## config.mk

```make
export PLATFORM = sky130hd
export DESIGN_NAME = caesar_packet_checksum_engine
export DESIGN_NICKNAME = d
export VERILOG_FILES = /design/src/hdl/cpce_pkg.sv /design/src/hdl/cpce_msg_core.sv /design/src/hdl/cpce_res_fifo.sv /design/src/hdl/caesar_packet_checksum_engine.sv
export SDC_FILE = /design/constraint.sdc
export NUM_CORES = 1
export LEC_CHECK = 0
export BUFFER_PORTS_ARGS = -buffer_cell sky130_fd_sc_hd__buf_2
export CORE_ASPECT_RATIO = 2
export CORE_MARGIN = 8
export CORE_UTILIZATION = 60
export CTS_CLUSTER_DIAMETER = 80
export DETAILED_ROUTE_END_ITERATION = 10
export HOLD_SLACK_MARGIN = 0.08
export PLACE_DENSITY = 0.77
export SLEW_MARGIN = 15
export SYNTH_ARGS = -nofsm -noshare
export SYNTH_HDL_FRONTEND = slang
export SYNTH_SLANG_ARGS = --single-unit
```

## constraint.sdc

```tcl
create_clock -name clk_i -period 11.4 [get_ports clk_i]
set_input_delay 1.14 -clock clk_i [delete_from_list [all_inputs] [get_ports clk_i]]
set_output_delay 1.14 -clock clk_i [all_outputs]
set_load 0.05 [all_outputs]
```

## src/hdl/cpce_pkg.sv

```systemverilog
package cpce_pkg;

  localparam int unsigned HdrLen = 8;
  localparam int unsigned HdrIdxW = 4;

  localparam logic [7:0] UpperA = 8'd65;
  localparam logic [7:0] UpperZ = 8'd90;
  localparam logic [7:0] LowerA = 8'd97;
  localparam logic [7:0] LowerZ = 8'd122;
  localparam logic [7:0] CaseOffset = 8'd32;
  localparam logic [5:0] Alpha = 6'd26;
  localparam logic [15:0] CsumGood = 16'hFFFF;

  localparam logic KindPayload = 1'b0;
  localparam logic KindSummary = 1'b1;

  typedef enum logic [1:0] {
    StOk      = 2'd0,
    StCsumErr = 2'd1,
    StLenErr  = 2'd2,
    StOpErr   = 2'd3
  } status_e;

  typedef struct packed {
    logic        kind;
    logic [7:0]  out_byte;
    logic [15:0] new_checksum;
    status_e     status;
    logic        last;
  } result_t;

  // up to two results from one accepted byte, r0 goes out first
  typedef struct packed {
    logic [1:0] n;
    result_t    r0;
    result_t    r1;
  } push_t;

  // ones-complement 16-bit add with end-around carry
  function automatic logic [15:0] oc_add(input logic [15:0] a, input logic [15:0] b);
    logic [16:0] s;
    logic [16:0] f;
    s = {1'b0, a} + {1'b0, b};
    f = {1'b0, s[15:0]} + {16'd0, s[16]};
    return f[15:0];
  endfunction

  // byte mod 26 by reciprocal multiply, exact for all 8-bit inputs
  function automatic logic [4:0] mod26(input logic [7:0] b);
    logic [16:0] prod;
    logic [3:0]  q;
    logic [7:0]  q26;
    logic [7:0]  r;
    prod = {9'd0, b} * 17'd316;
    q    = prod[16:13];
    q26  = {4'd0, q} * 8'd26;
    r    = b - q26;
    return r[4:0];
  endfunction

  function automatic logic [7:0] cipher_byte(input logic [7:0] c, input logic [4:0] k,
                                             input logic fwd);
    logic [7:0] lc;
    logic [7:0] off;
    logic [5:0] t;
    logic [7:0] res;
    lc = c;
    if (c >= UpperA && c <= UpperZ) begin
      lc = c + CaseOffset;
    end
    res = lc;
    if (lc >= LowerA && lc <= LowerZ) begin
      off = lc - LowerA;
      if (fwd) begin
        t = off[5:0] + {1'b0, k};
      end else begin
        t = off[5:0] + Alpha - {1'b0, k};
      end
      if (t >= Alpha) begin
        t = t - Alpha;
      end
      res = {2'b00, t} + LowerA;
    end
    return res;
  endfunction

endpackage

```

## src/hdl/cpce_msg_core.sv

```systemverilog
module cpce_msg_core
  import cpce_pkg::*;
(
  input  logic       clk_i,
  input  logic       rst_ni,
  input  logic       accept_i,
  input  logic [7:0] data_byte_i,
  output push_t      push_o
);

  logic [HdrIdxW-1:0] hdr_idx_q, hdr_idx_d;
  logic [7:0]         op_q, op_d;
  logic [4:0]         k_q, k_d;
  logic [15:0]        rc_q, rc_d;
  logic [23:0]        len_hi_q, len_hi_d;
  logic [31:0]        len_m9_q, len_m9_d;
  logic [31:0]        cnt_q, cnt_d;
  logic [15:0]        isum_q, isum_d;
  logic [15:0]        osum_q, osum_d;
  logic [7:0]         pin_q, pin_d;
  logic [7:0]         pout_q, pout_d;
  logic               zero_q, zero_d;

  logic [7:0]  b;
  logic [15:0] hdr_word;
  logic [15:0] hdr_sum;
  logic [31:0] full_len;
  logic        zero_now;
  logic        odd;
  logic        fin;
  logic [7:0]  c;
  logic [15:0] in_op;
  logic [15:0] out_op;
  logic [15:0] isum_n;
  logic [15:0] osum_n;
  logic [15:0] chk;
  status_e     st;
  result_t     pay_res;
  result_t     sum_res;

  assign b = data_byte_i;

  always_comb begin
    hdr_idx_d = hdr_idx_q;
    op_d      = op_q;
    k_d       = k_q;
    rc_d      = rc_q;
    len_hi_d  = len_hi_q;
    len_m9_d  = len_m9_q;
    cnt_d     = cnt_q;
    isum_d    = isum_q;
    osum_d    = osum_q;
    pin_d     = pin_q;
    pout_d    = pout_q;
    zero_d    = zero_q;
    push_o    = '0;

    hdr_word = hdr_idx_q[0] ? {b, 8'd0} : {8'd0, b};
    hdr_sum  = oc_add(isum_q, hdr_word);
    full_len = {len_hi_q, b};

    zero_now = zero_q || (b == 8'd0);
    odd      = cnt_q[0];
    fin      = (cnt_q == len_m9_q);
    c        = zero_now ? b : cipher_byte(b, k_q, op_q == 8'd0);

    // pick the word each sum takes this byte; a zero adds only a held half word
    in_op  = 16'd0;
    out_op = 16'd0;
    if (zero_now) begin
      if (!zero_q && odd) begin
        in_op  = {8'd0, pin_q};
        out_op = {8'd0, pout_q};
      end
    end else if (odd) begin
      in_op  = {b, pin_q};
      out_op = {c, pout_q};
    end else if (fin) begin
      // message ends on a half word, flush it now
      in_op  = {8'd0, b};
      out_op = {8'd0, c};
    end
    isum_n = oc_add(isum_q, in_op);
    osum_n = oc_add(osum_q, out_op);

    pay_res              = '0;
    pay_res.kind         = KindPayload;
    pay_res.out_byte     = c;
    pay_res.status       = StOk;

    if (hdr_idx_q != HdrIdxW'(HdrLen)) begin
      chk = hdr_sum + rc_q;
      priority if (chk != CsumGood) st = StCsumErr;
      else if (full_len != 32'(HdrLen)) st = StLenErr;
      else if (op_q > 8'd1) st = StOpErr;
      else st = StOk;
    end else begin
      chk = isum_n + rc_q;
      priority if (chk != CsumGood) st = StCsumErr;
      else if (zero_now) st = StLenErr;
      else if (op_q > 8'd1) st = StOpErr;
      else st = StOk;
    end

    sum_res              = '0;
    sum_res.kind         = KindSummary;
    sum_res.out_byte     = 8'd0;
    sum_res.new_checksum = (hdr_idx_q != HdrIdxW'(HdrLen)) ? ~hdr_sum : ~osum_n;
    sum_res.status       = st;
    sum_res.last         = 1'b1;

    if (accept_i) begin
      if (hdr_idx_q != HdrIdxW'(HdrLen)) begin
        hdr_idx_d = hdr_idx_q + HdrIdxW'(1);
        unique case (hdr_idx_q[2:0])
          3'd0: op_d = b;
          3'd1: k_d = mod26(b);
          3'd2: rc_d[7:0] = b;
          3'd3: rc_d[15:8] = b;
          3'd4: len_hi_d[23:16] = b;
          3'd5: len_hi_d[15:8] = b;
          3'd6: len_hi_d[7:0] = b;
          default: ;
        endcase
        if (hdr_idx_q[2:1] != 2'd1) begin
          isum_d = hdr_sum;
        end
        if (hdr_idx_q[2:0] == 3'd7) begin
          len_m9_d = full_len - 32'(HdrLen + 1);
          osum_d   = hdr_sum;
          if (full_len <= 32'(HdrLen)) begin
            push_o.n  = 2'd1;
            push_o.r0 = sum_res;
            hdr_idx_d = '0;
            cnt_d     = '0;
            isum_d    = '0;
            osum_d    = '0;
            pin_d     = '0;
            pout_d    = '0;
            zero_d    = 1'b0;
          end
        end
      end else begin
        push_o.r0 = pay_res;
        zero_d    = zero_now;
        isum_d    = isum_n;
        osum_d    = osum_n;
        cnt_d     = cnt_q + 32'd1;
        if (!zero_now && !odd) begin
          pin_d  = b;
          pout_d = c;
        end
        if (fin) begin
          push_o.n  = 2'd2;
          push_o.r1 = sum_res;
          hdr_idx_d = '0;
          cnt_d     = '0;
          isum_d    = '0;
          osum_d    = '0;
          pin_d     = '0;
          pout_d    = '0;
          zero_d    = 1'b0;
        end else begin
          push_o.n = 2'd1;
        end
      end
    end
  end

  always_ff @(posedge clk_i or negedge rst_ni) begin
    if (!rst_ni) begin
      hdr_idx_q <= '0;
      op_q      <= '0;
      k_q       <= '0;
      rc_q      <= '0;
      len_hi_q  <= '0;
      len_m9_q  <= '0;
      cnt_q     <= '0;
      isum_q    <= '0;
      osum_q    <= '0;
      pin_q     <= '0;
      pout_q    <= '0;
      zero_q    <= 1'b0;
    end else begin
      hdr_idx_q <= hdr_idx_d;
      op_q      <= op_d;
      k_q       <= k_d;
      rc_q      <= rc_d;
      len_hi_q  <= len_hi_d;
      len_m9_q  <= len_m9_d;
      cnt_q     <= cnt_d;
      isum_q    <= isum_d;
      osum_q    <= osum_d;
      pin_q     <= pin_d;
      pout_q    <= pout_d;
      zero_q    <= zero_d;
    end
  end

endmodule

```

## src/hdl/cpce_res_fifo.sv

```systemverilog
module cpce_res_fifo
  import cpce_pkg::*;
(
  input  logic    clk_i,
  input  logic    rst_ni,
  input  push_t   push_i,
  output logic    room_o,
  output logic    valid_o,
  input  logic    ready_i,
  output result_t res_o
);

  localparam int unsigned Depth = 4;
  localparam int unsigned PtrW = $clog2(Depth);
  localparam int unsigned CntW = $clog2(Depth + 1);

  result_t         mem_q [Depth];
  logic [PtrW-1:0] wr_q, wr_d;
  logic [PtrW-1:0] rd_q, rd_d;
  logic [CntW-1:0] cnt_q, cnt_d;
  logic            pop;

  assign valid_o = (cnt_q != '0);
  assign res_o   = mem_q[rd_q];
  assign pop     = valid_o && ready_i;
  // keep space for the two results a single byte can produce
  assign room_o  = (cnt_q <= CntW'(Depth - 2));

  always_comb begin
    wr_d  = wr_q + PtrW'(push_i.n);
    rd_d  = pop ? rd_q + PtrW'(1) : rd_q;
    cnt_d = cnt_q + CntW'(push_i.n) - CntW'(pop);
  end

  always_ff @(posedge clk_i) begin
    if (push_i.n != 2'd0) begin
      mem_q[wr_q] <= push_i.r0;
    end
    if (push_i.n == 2'd2) begin
      mem_q[wr_q + PtrW'(1)] <= push_i.r1;
    end
  end

  always_ff @(posedge clk_i or negedge rst_ni) begin
    if (!rst_ni) begin
      wr_q  <= '0;
      rd_q  <= '0;
      cnt_q <= '0;
    end else begin
      wr_q  <= wr_d;
      rd_q  <= rd_d;
      cnt_q <= cnt_d;
    end
  end

endmodule

```

## src/hdl/caesar_packet_checksum_engine.sv

```systemverilog
// Caesar packet checksum engine: takes one message byte per transaction, 8 header bytes
// (op, shift, checksum little-endian, total length big-endian) then the payload. Every
// payload transaction returns its byte (kind 0), lowercased and rotated if it is a letter
// and before the first zero; the end of a message adds a summary (kind 1, last 1) with the
// recomputed checksum and a status, and a consumer must drop the payload when that status
// is not ok. A byte is taken every clock cycle while the result queue has room: its header or
// payload update is done in the cycle it is accepted and its results land in a four-entry
// result queue, so input ready drops only while the queue holds more than two results.
// The payload byte that ends a message yields two results, its own and the summary.
module caesar_packet_checksum_engine
  import cpce_pkg::*;
(
  input  logic        clk_i,
  input  logic        rst_ni,
  input  logic        in_valid_i,
  output logic        in_ready_o,
  input  logic [7:0]  data_byte_i,
  output logic        out_valid_o,
  input  logic        out_ready_i,
  output logic        kind_o,
  output logic [7:0]  out_byte_o,
  output logic [15:0] new_checksum_o,
  output logic [1:0]  status_o,
  output logic        last_o
);

  push_t   push;
  result_t res;
  logic    accept;

  assign accept = in_valid_i && in_ready_o;

  cpce_msg_core u_core (
    .clk_i       (clk_i),
    .rst_ni      (rst_ni),
    .accept_i    (accept),
    .data_byte_i (data_byte_i),
    .push_o      (push)
  );

  cpce_res_fifo u_fifo (
    .clk_i   (clk_i),
    .rst_ni  (rst_ni),
    .push_i  (push),
    .room_o  (in_ready_o),
    .valid_o (out_valid_o),
    .ready_i (out_ready_i),
    .res_o   (res)
  );

  assign kind_o         = res.kind;
  assign out_byte_o     = res.out_byte;
  assign new_checksum_o = res.new_checksum;
  assign status_o       = res.status;
  assign last_o         = res.last;

endmodule

```

== Word-level counts from Yosys, hierarchy flattened ==
Memories as Yosys holds them, arrays and structs flattened.
Cells that the tools add are included.
Cells by class
  $add $sub $neg: 24
  multiply operators: 2
  magnitude comparators: 8
  equal/unequal tests: 16
  multiplexer cells: 63
  bitwise gates (word level): 2
  reduce and logical (&&, ||, !) cells: 29
Operators by type and width (count)
  16-bit 2-to-1 mux: 15
  32-bit 2-to-1 mux: 4
  8-bit 2-to-1 mux: 15
  30-bit 2-to-1 mux: 2
  58-bit 2-to-1 mux: 1
  28-bit 2-to-1 mux: 2
  16-bit by 16-bit adder with 17-bit output: 3
  16-bit by 1-bit adder with 16-bit output: 3
  16-bit adder: 2
  32-bit by 1-bit adder with 32-bit output, second input constant: 1
  32-bit == test: 1
  32-bit by 4-bit <= comparator with 1-bit output, second input constant: 1
  16-bit inequality test, second input constant: 2
  32-bit by 4-bit inequality test with 1-bit output, second input constant: 1
  16-bit NOT: 2
  32-bit by 4-bit subtractor with 32-bit output, second input constant: 1
  29-bit 2-to-1 mux: 1
  3-bit AND reduction: 9
  6-bit 2-to-1 mux: 4
  8-bit by 7-bit greater-or-equal comparator with 1-bit output, second input constant: 2
  8-bit by 7-bit <= comparator with 1-bit output, second input constant: 2
  8-bit logical NOT: 2
  4-bit 2-to-1 mux: 4
  8-bit by 7-bit multiplier with 15-bit output, second input constant: 1
  other kinds (34): 63
Storage, ports and cells
  register bits: 177
  memory bits (writable): 112
  bits of input ports: 12
  output and inout bits: 30
  logic and storage cells: 163
  memories: 1
Memory list
  u_fifo.mem_q: depth 4, width 28, read ports 1, clocked after Yosys merged registers in 0, wr ports 2, RTL line cpce_res_fifo.sv:17  | result_t mem_q [Depth];

== Logic depth before layout (Yosys ltp) ==
Gate-level depths: netlist of the first run.
  depth after elaboration: 28
  depth in mapped cells: 39
  gate-level depth less buffers: 38

== Cells and area by module ==
A second synthesis of the first run with hierarchy kept.
Second synthesis, totals
  cells, all modules: 2183
  area total of the unflattened synthesis: 21463.1 µm²
Modules (own cells, without submodules)
  cpce_msg_core: times used 1, cells an instance 1871, area an instance 15484.9 µm², sequential area each 4254.1 µm²
  cpce_res_fifo: times used 1, cells an instance 311, area an instance 5972.0 µm², sequential area each 3538.4 µm²
  caesar_packet_checksum_engine: times used 1, cells an instance 1, area an instance 6.3 µm², sequential area each 0.0 µm²

== Least setup slack after synthesis of the first run ==
Ideal clock, no wire load.
  path type: input port to flip-flop
  start point: input port data_byte_i[2]
  end point: memory u_fifo.mem_q[0][14] (netlist name) (data pin)
  setup time: 277 ps
  arrival: 8198 ps
  data required time: 11123 ps
  path slack: 2925 ps
  cell stages on the path: 36
  buffers on the path: 1
  cells stage by stage: inv_1 -> clkbuf_1 -> ha_1 -> a21bo_2 -> xnor2_1 -> ha_1 -> ha_1 -> xnor2_1 -> a21oi_1 -> a31oi_1 -> nor2_1 -> nand2_1 -> nand2_1 -> xnor2_1 -> ha_1 -> nand2b_1 -> nor3_1 -> mux2i_1 -> o311a_1 -> a2111oi_0 -> o21bai_2 -> a22o_1 -> ha_1 -> a21boi_0 -> o21ai_0 -> a211o_1 -> nor2b_1 -> o21ai_0 -> nand2b_1 -> ha_1 -> and3_1 -> nand3_1 -> or4_1 -> o311ai_1 -> xor2_1 -> o22ai_1
RTL lines
  start, declared: RTL line caesar_packet_checksum_engine.sv:17  | input logic [7:0] data_byte_i,
  end, declared: RTL line cpce_res_fifo.sv:17

==> results of run 1 <==
## per-stage QoR
stage	hold WS, ns	power [W]
after floorplan	0.420	0.00410
after global placement	0.430	0.00512
after detailed placement	0.439	0.00518
after CTS	0.449	0.00610
after global routing	0.465	0.00652
final	0.449	0.00615
## worst max-delay path: cells and delay by family
| family | cells | cell delay (ns) |
|---|---|---|
| AO/OA/AOI/OAI | 12 | 2.15 |
| AND/OR/NAND/NOR | 12 | 3.68 |
| adder cells (fa/ha/maj) | 6 | 1.55 |
| buffers and inverters | 4 | 1.13 |
| XOR/XNOR | 2 | 0.47 |
## worst max-delay path by stage
stage	from	end	slack (ns)	depth (start not counted)
final	data_byte_i[0]	u_fifo.mem_q[1][1]	1.52	36
after global routing	data_byte_i[2]	u_fifo.mem_q[1][1]	0.97	36
after CTS	data_byte_i[2]	u_fifo.mem_q[1][1]	1.65	35
after detailed placement	data_byte_i[2]	u_fifo.mem_q[1][1]	1.15	35
after global placement	data_byte_i[2]	u_fifo.mem_q[0][1]	1.44	34
after floorplan	data_byte_i[2]	u_fifo.mem_q[0][14]	2.92	36
## flip-flops by register name, indices dropped and copies added, names as in the netlist, 16 cells and up
register and flops:
u_core.len_m9_q 32, u_core.rc_q 16, u_core.len_hi_q 24, u_core.cnt_q 32
u_fifo.mem_q 108, u_core.isum_q 16, u_core.osum_q 16
## routing by layer
layer	vias up	GRT usage, %
met4	0	24.9
met5	-	0
met3	241	3.18
met1	8369	30.5
met2	674	58.8
li1	7988	-
## placed cells by master, fill, tap and decap left out, types with 49 or more instances in the layout
master / instances
o21ai_0: 154
xor2_1: 70
dfrtp_1: 177
a21oi_1: 82
ha_1: 170
edfxtp_1: 76
o21ai_1: 49
inv_1: 118
nor2_1: 196
xnor2_1: 127
nand2_1: 275
## power breakdown
| part | switching [W] | internal (W) | total [W] |
|---|---|---|---|
| clock | 0.000416 | 0.000493 | 0.000909 |
| sequential | 0.000245 | 0.00126 | 0.00150 |
| combinational | 0.00240 | 0.00134 | 0.00374 |
| total | 0.00306 | 0.00309 | 0.00615 |
## layout make-up
| type | instances | area (sq um) |
|---|---|---|
| inverter | 120 | 450 |
| timing repair buffer | 77 | 482 |
| clock inverter | 12 | 115 |
| tap | 436 | 546 |
| multi-input combinational | 1727 | 12200 |
| sequential | 285 | 7350 |
| fill | 2773 | 11500 |
| clock buffer | 35 | 757 |
## logic make-up (layout without fill, tap and decap cells)
family	Yosys count	count (layout)	synth area share, %
AO/OA/AOI/OAI	538	538	17.2
XOR/XNOR	200	200	8.89
multiplexers	42	42	3.79
AND/OR/NAND/NOR	754	754	17.5
flip-flops	285	285	36.4
buffers and inverters	180	244	3.38
adder cells (fa/ha/maj)	193	193	12.8
==> summary.md, run 1 <==
| Metric | Value |
|---|---|
| Outcome | completed |
| Startpoint types | input port |
| Post-Layout Cell Count | 2,692 |
| WL met1 | 21,400 microns |
| Cell count after placement | 2,645 |
| Max clock buf depth | 3 |
| Met3 wire length | 2770 microns |
| Worst skew pair latency | 0.57 ns |
| Die width | 146 microns |
| Hold depth | 2 |
| Overall Global Routing Usage | 31.2% |
| GR Overflow Total | 0 |
| Reg2reg setup slack | 2.16 ns |
| HPWL Detailed | 48,300 microns |
| CP Capture Type | flip-flop |
| Crit path max fanout | 15 |
| CP arrival | 10.15 ns |
| Final WL | 62,900 microns |
| Final ANT Viol Nets | 0 |
| Post-DR vias/cell | 6.42 |
| Slew Viols, Final | 0 |
| Pin count of the biggest net entering global routing | 70 |
| Max transition margin | 20.3% |
| Main area contributors after synthesis | dfrtp_1 (22%), edfxtp_1 (11%), ha_1 (11%) |
| WP data required | 11.67 ns |
| Setup WS pre-CTS | 1.15 ns |
| Syn Nets | 2,397 |
| Syn Inst Count | 2,192 |
| Synth cell types | 96 |
| CTS Buf Count | 26 |
| Row count | 95 |
| Max Clock Skew | 0.0173 ns |
| # H-tree levels | 1 |
| Design Area, Final | 21,900 sq um |
| Yosys top cell area share | 21.9% |
| Endpoints failing hold | 0 |
| Actual transition at the worst max-transition pin | 1.19 ns |
| CTS hold repair buffers | 0 |
| Yosys reg bits | 285 |
| Most common cell on crit path | ha_1 |
| Hold WC Path Type | reg -> reg |
| Worst R2R Path Depth | 35 |
| Vias | 17,272 |
| Initial core utilization | 60.4% |
| Power per cell area | 281 nW/um^2 |
| Hold endpoint | u_fifo.mem_q[1][22] |
| CTS tree | yes |
| Reg2Reg Launch Point | u_core.len_m9_q[0] |
| VDD IR max | 0.216 mV |
| Root Driver | clkbuf_16 |
| Leak pwr | 9.65 nW |
| Final core utilization | 65.4% |
| Unrepaired setup endpoints after global routing | false |
| Initial antenna violation count | 0 |
| Synthesized area | 20,200 sq um |
| DR WL/cell | 23.4 microns |
| Layout cells sized above 1 | 7.93% |
| Yosys warning count | 0 |
| Fin crit share | 86.7% |
| Sequential share of the synthesized area | 36.4% |
| MaxCap Viol Count | 0 |
| Setup CP Type | in -> reg |
| Most numerous cell in the Yosys netlist | nand2_1 |
| Ys async rst share | 62.1% |
| First-pass GRT wire length | 97,800 microns |
| Met2 WL | 33,200 microns |
| Initial drt markers | 1,102 |
| Input/output buffers | 41 |
| Setup TNS | 0 ns |
| # setup viols final | 0 |
| Post-synth EDFFs | 76 |
| Routability cong. | 0.981 |
| Synth top cells by count | nand2_1 (275), nor2_1 (196), dfrtp_1 (177) |
| Fin nets | 2,442 |
| Setup ws final | 1.52 ns |
| Highest metal used | met4 |
| Die Ht | 275 microns |
| Cell accounting for the most synthesized area | dfrtp_1 |
| Crit path time final | 9.88 ns |
| First-pass iteration count of the detailed router | 5 |
| Slowest cell delay on critical path | 0.52 ns |
| Die area | 40,100 sq um |
| DP Area | 21,000 sq um |
| Clock-pin slew on the worst setup and hold paths | 0.07 ns |
| Slowest CP cell | nor3b_1 |
| Syn Area/Cell | 9.21 sq um |
| Core area | 33,400 sq um |
| Boundary pin count | 42 |
| Main synth FF type | dfrtp_1 |
| Post_cts resized | 0 |
| Vias in the first global route | 17,869 |
| Maximum clock frequency | 101 MHz |
| CTS Sinks | 285 |
| Layout area overhead | 8.27% |
| Post-CTS Repair Setup Buffers | 0 |
| FF-to-FF End | u_fifo.mem_q[1][1] |
| Ant. Diodes | 0 |
| Drc violations | 0 |
| HP Start | u_fifo.mem_q[1][22] |
No activity file was read; power rests on OpenSTA's default activity.
==> inputs of run 2 (changes only) <==
CAP_MARGIN = 20   (was unset)
CORE_UTILIZATION = 30   (was 60)
PLACE_DENSITY = unset   (was 0.77)
==> run 2 against run 1 <==
Maximum frequency down 1.2%; via count down 0.73%; setup slack got worse by 0.12 ns; worst hold slack worse by 0.0021 ns; clock skew up 0.0088 ns; global-route usage is 13 points lower; total power rose by 4.1%; sequential power is 4% higher; routed wire length rose by 12%; non-clock buffer count grew 7; register-to-register slack worse by 0.63 ns; critical path type unchanged.
==> summary.md, run 2 (synthesized netlist as in run 1, its figures left out) <==
| Metric | Value |
|---|---|
| Power per cell area | 283 nW/um^2 |
| Post-CTS Repair Setup Buffers | 0 |
| Max FFs per register | 108 |
| Endpoints failing hold | 0 |
| Final WL | 70,500 microns |
| Initial antenna violation count | 0 |
| Core area | 66,700 sq um |
| HPWL Detailed | 56,500 microns |
| Post-DR vias/cell | 5.44 |
| Hold slack | 0.447 ns |
| Max Clock Skew | 0.0262 ns |
| Setup TNS | 0 ns |
| Reg2reg setup slack | 1.53 ns |
| Setup CP Type | in -> reg |
| GR Overflow Total | 0 |
| Final ANT Viol Nets | 0 |
| # setup viols final | 0 |
| First-pass iteration count of the detailed router | 5 |
| Clock-pin slew on the worst setup and hold paths | 0.07 ns |
| Die area | 76,300 sq um |
| CTS hold repair buffers | 0 |
| VDD IR max | 0.114 mV |
| Die width | 199 microns |
| Startpoint types | input port |
| Most common cell after layout, fill and taps aside | nand2_1 |
| FF-to-FF End | u_fifo.mem_q[0][1] |
| First-pass GRT wire length | 106,000 microns |
| Vias in the first global route | 17,946 |
| Actual transition at the worst max-transition pin | 1.15 ns |
| CP arrival | 10.30 ns |
| Leak pwr | 9.76 nW |
| Drc violations | 0 |
| Worst skew pair latency | 0.59 ns |
| # H-tree levels | 1 |
| CP startpoint | data_byte_i[5] |
| Most common cell on crit path | ha_1 |
| Overall Global Routing Usage | 18.3% |
| Pin count of the biggest net entering global routing | 74 |
| Fin crit share | 87.7% |
| Crit path time final | 10.00 ns |
| Maximum clock frequency | 100 MHz |
| Unrepaired setup endpoints after global routing | false |
| Crit path max fanout | 15 |
| Slowest cell delay on critical path | 0.63 ns |
| Most frequent cells in the layout | nand2_1 (274), nor2_1 (196), dfrtp_1 (176) |
| MaxCap Viol Count | 0 |
| Boundary pin count | 42 |
| Ant. Diodes | 0 |
| CP Capture Type | flip-flop |
| Root Driver | clkbuf_16 |
| Routability cong. | 0.959 |
| Initial core utilization | 30.3% |
| CTS Buf Count | 27 |
| Slew Viols, Final | 0 |
| WP data required | 11.70 ns |
| Slowest CP cell | a211oi_1 |
| Reg with most FFs | u_fifo.mem_q |
| CTS Sinks | 285 |
| Reg2Reg Launch Point | u_core.cnt_q[0] |
| Layout area overhead | 11.9% |
| Die Ht | 383 microns |
| Hold WC Path Type | reg -> reg |
| HP Start | u_fifo.mem_q[3][23] |
| Fin nets | 2,450 |
| Post-Layout Cell Count | 3,150 |
| Input/output buffers | 41 |
| Worst R2R Path Depth | 33 |
| Post_cts resized | 0 |
| Outcome | completed |
| Max clock buf depth | 3 |
| Cell count after placement | 3,100 |
| Row count | 134 |
| Hold depth | 2 |
| CTS tree | yes |
| Max transition margin | 23.0% |
| Initial drt markers | 950 |
| DR WL/cell | 22.4 microns |
| Biggest regs | u_fifo.mem_q x108, u_core.cnt_q x32, u_core.len_m9_q x32 |
| Layout cells sized above 1 | 8.56% |
| Vias | 17,146 |
| Hold endpoint | u_fifo.mem_q[3][23] |
==> run 2: cell count changes in the layout (fill, tap and decap cells not counted), sizes merged <==
cell / change
clkinv: -2
buf: +7
clkinvlp: +1
inv: +5
clkbuf: -4
bufinv: +3
==> run 2: how the worst max path moves through the flow <==
stage          cells after the start  slack [ns]             endpoint
4_1_cts                           34        1.43   u_fifo.mem_q[0][1]
2_1_floorplan                     36        2.92  u_fifo.mem_q[0][14]
6_report                          34        1.40   u_fifo.mem_q[0][1]
5_1_grt                           34        0.87   u_fifo.mem_q[0][1]
3_3_place_gp                      34        1.03   u_fifo.mem_q[0][1]
3_5_place_dp                      34        0.83   u_fifo.mem_q[0][1]
==> run 2: worst max-delay path, delay by kind of cell <==
family	cells	cell delay (ns)
and+or+nand+nor	10	3.15
AOI/OAI and AO/OA	13	2.70
adders and majority gates	5	1.49
buffers and inverters	4	1.29
xor gates and xnor gates	2	0.52
==> run 2: power by group <==
| group | switching, W | internal [W] | total, W |
|---|---|---|---|
| clock network | 0.000448 | 0.000569 | 0.00102 |
| logic | 0.00245 | 0.00138 | 0.00382 |
| registers | 0.000298 | 0.00126 | 0.00156 |
| total | 0.00319 | 0.00320 | 0.00640 |
==> run 2: metal layers <==
layer	vias to the layer above	routed length, microns	track usage [%]	share of wire (%)
met1	8404	22800	16.5	32
met2	486	39300	36.3	56
met4	0	6330	14.5	9.0
li1	8009	-	-	-
met3	247	2030	1.33	2.9
met5	-	0	0	0
==> run 2: area by class of cell <==
| class | count | area (sq um) |
|---|---|---|
| Multi-Input combinational cell | 1727 | 12200 |
| Inverter | 120 | 450 |
| Timing Repair Buffer | 84 | 534 |
| Fill cell | 6986 | 44100 |
| Tap cell | 884 | 1110 |
| Clock inverter | 19 | 218 |
| Sequential cell | 285 | 7350 |
| Clock buffer | 31 | 764 |
==> run 2: through the flow <==
step	util, %	cell area [sq um]	power (W)	worst slack (ns)
final	33.9	22600	0.00640	1.40
after global routing	33.9	22600	0.00681	0.865
after CTS	33.9	22600	0.00643	1.43
after detailed placement	32.4	21600	0.00540	0.829
after global placement	32.4	21600	0.00536	1.03
after floorplan	-	20200	0.00410	2.92
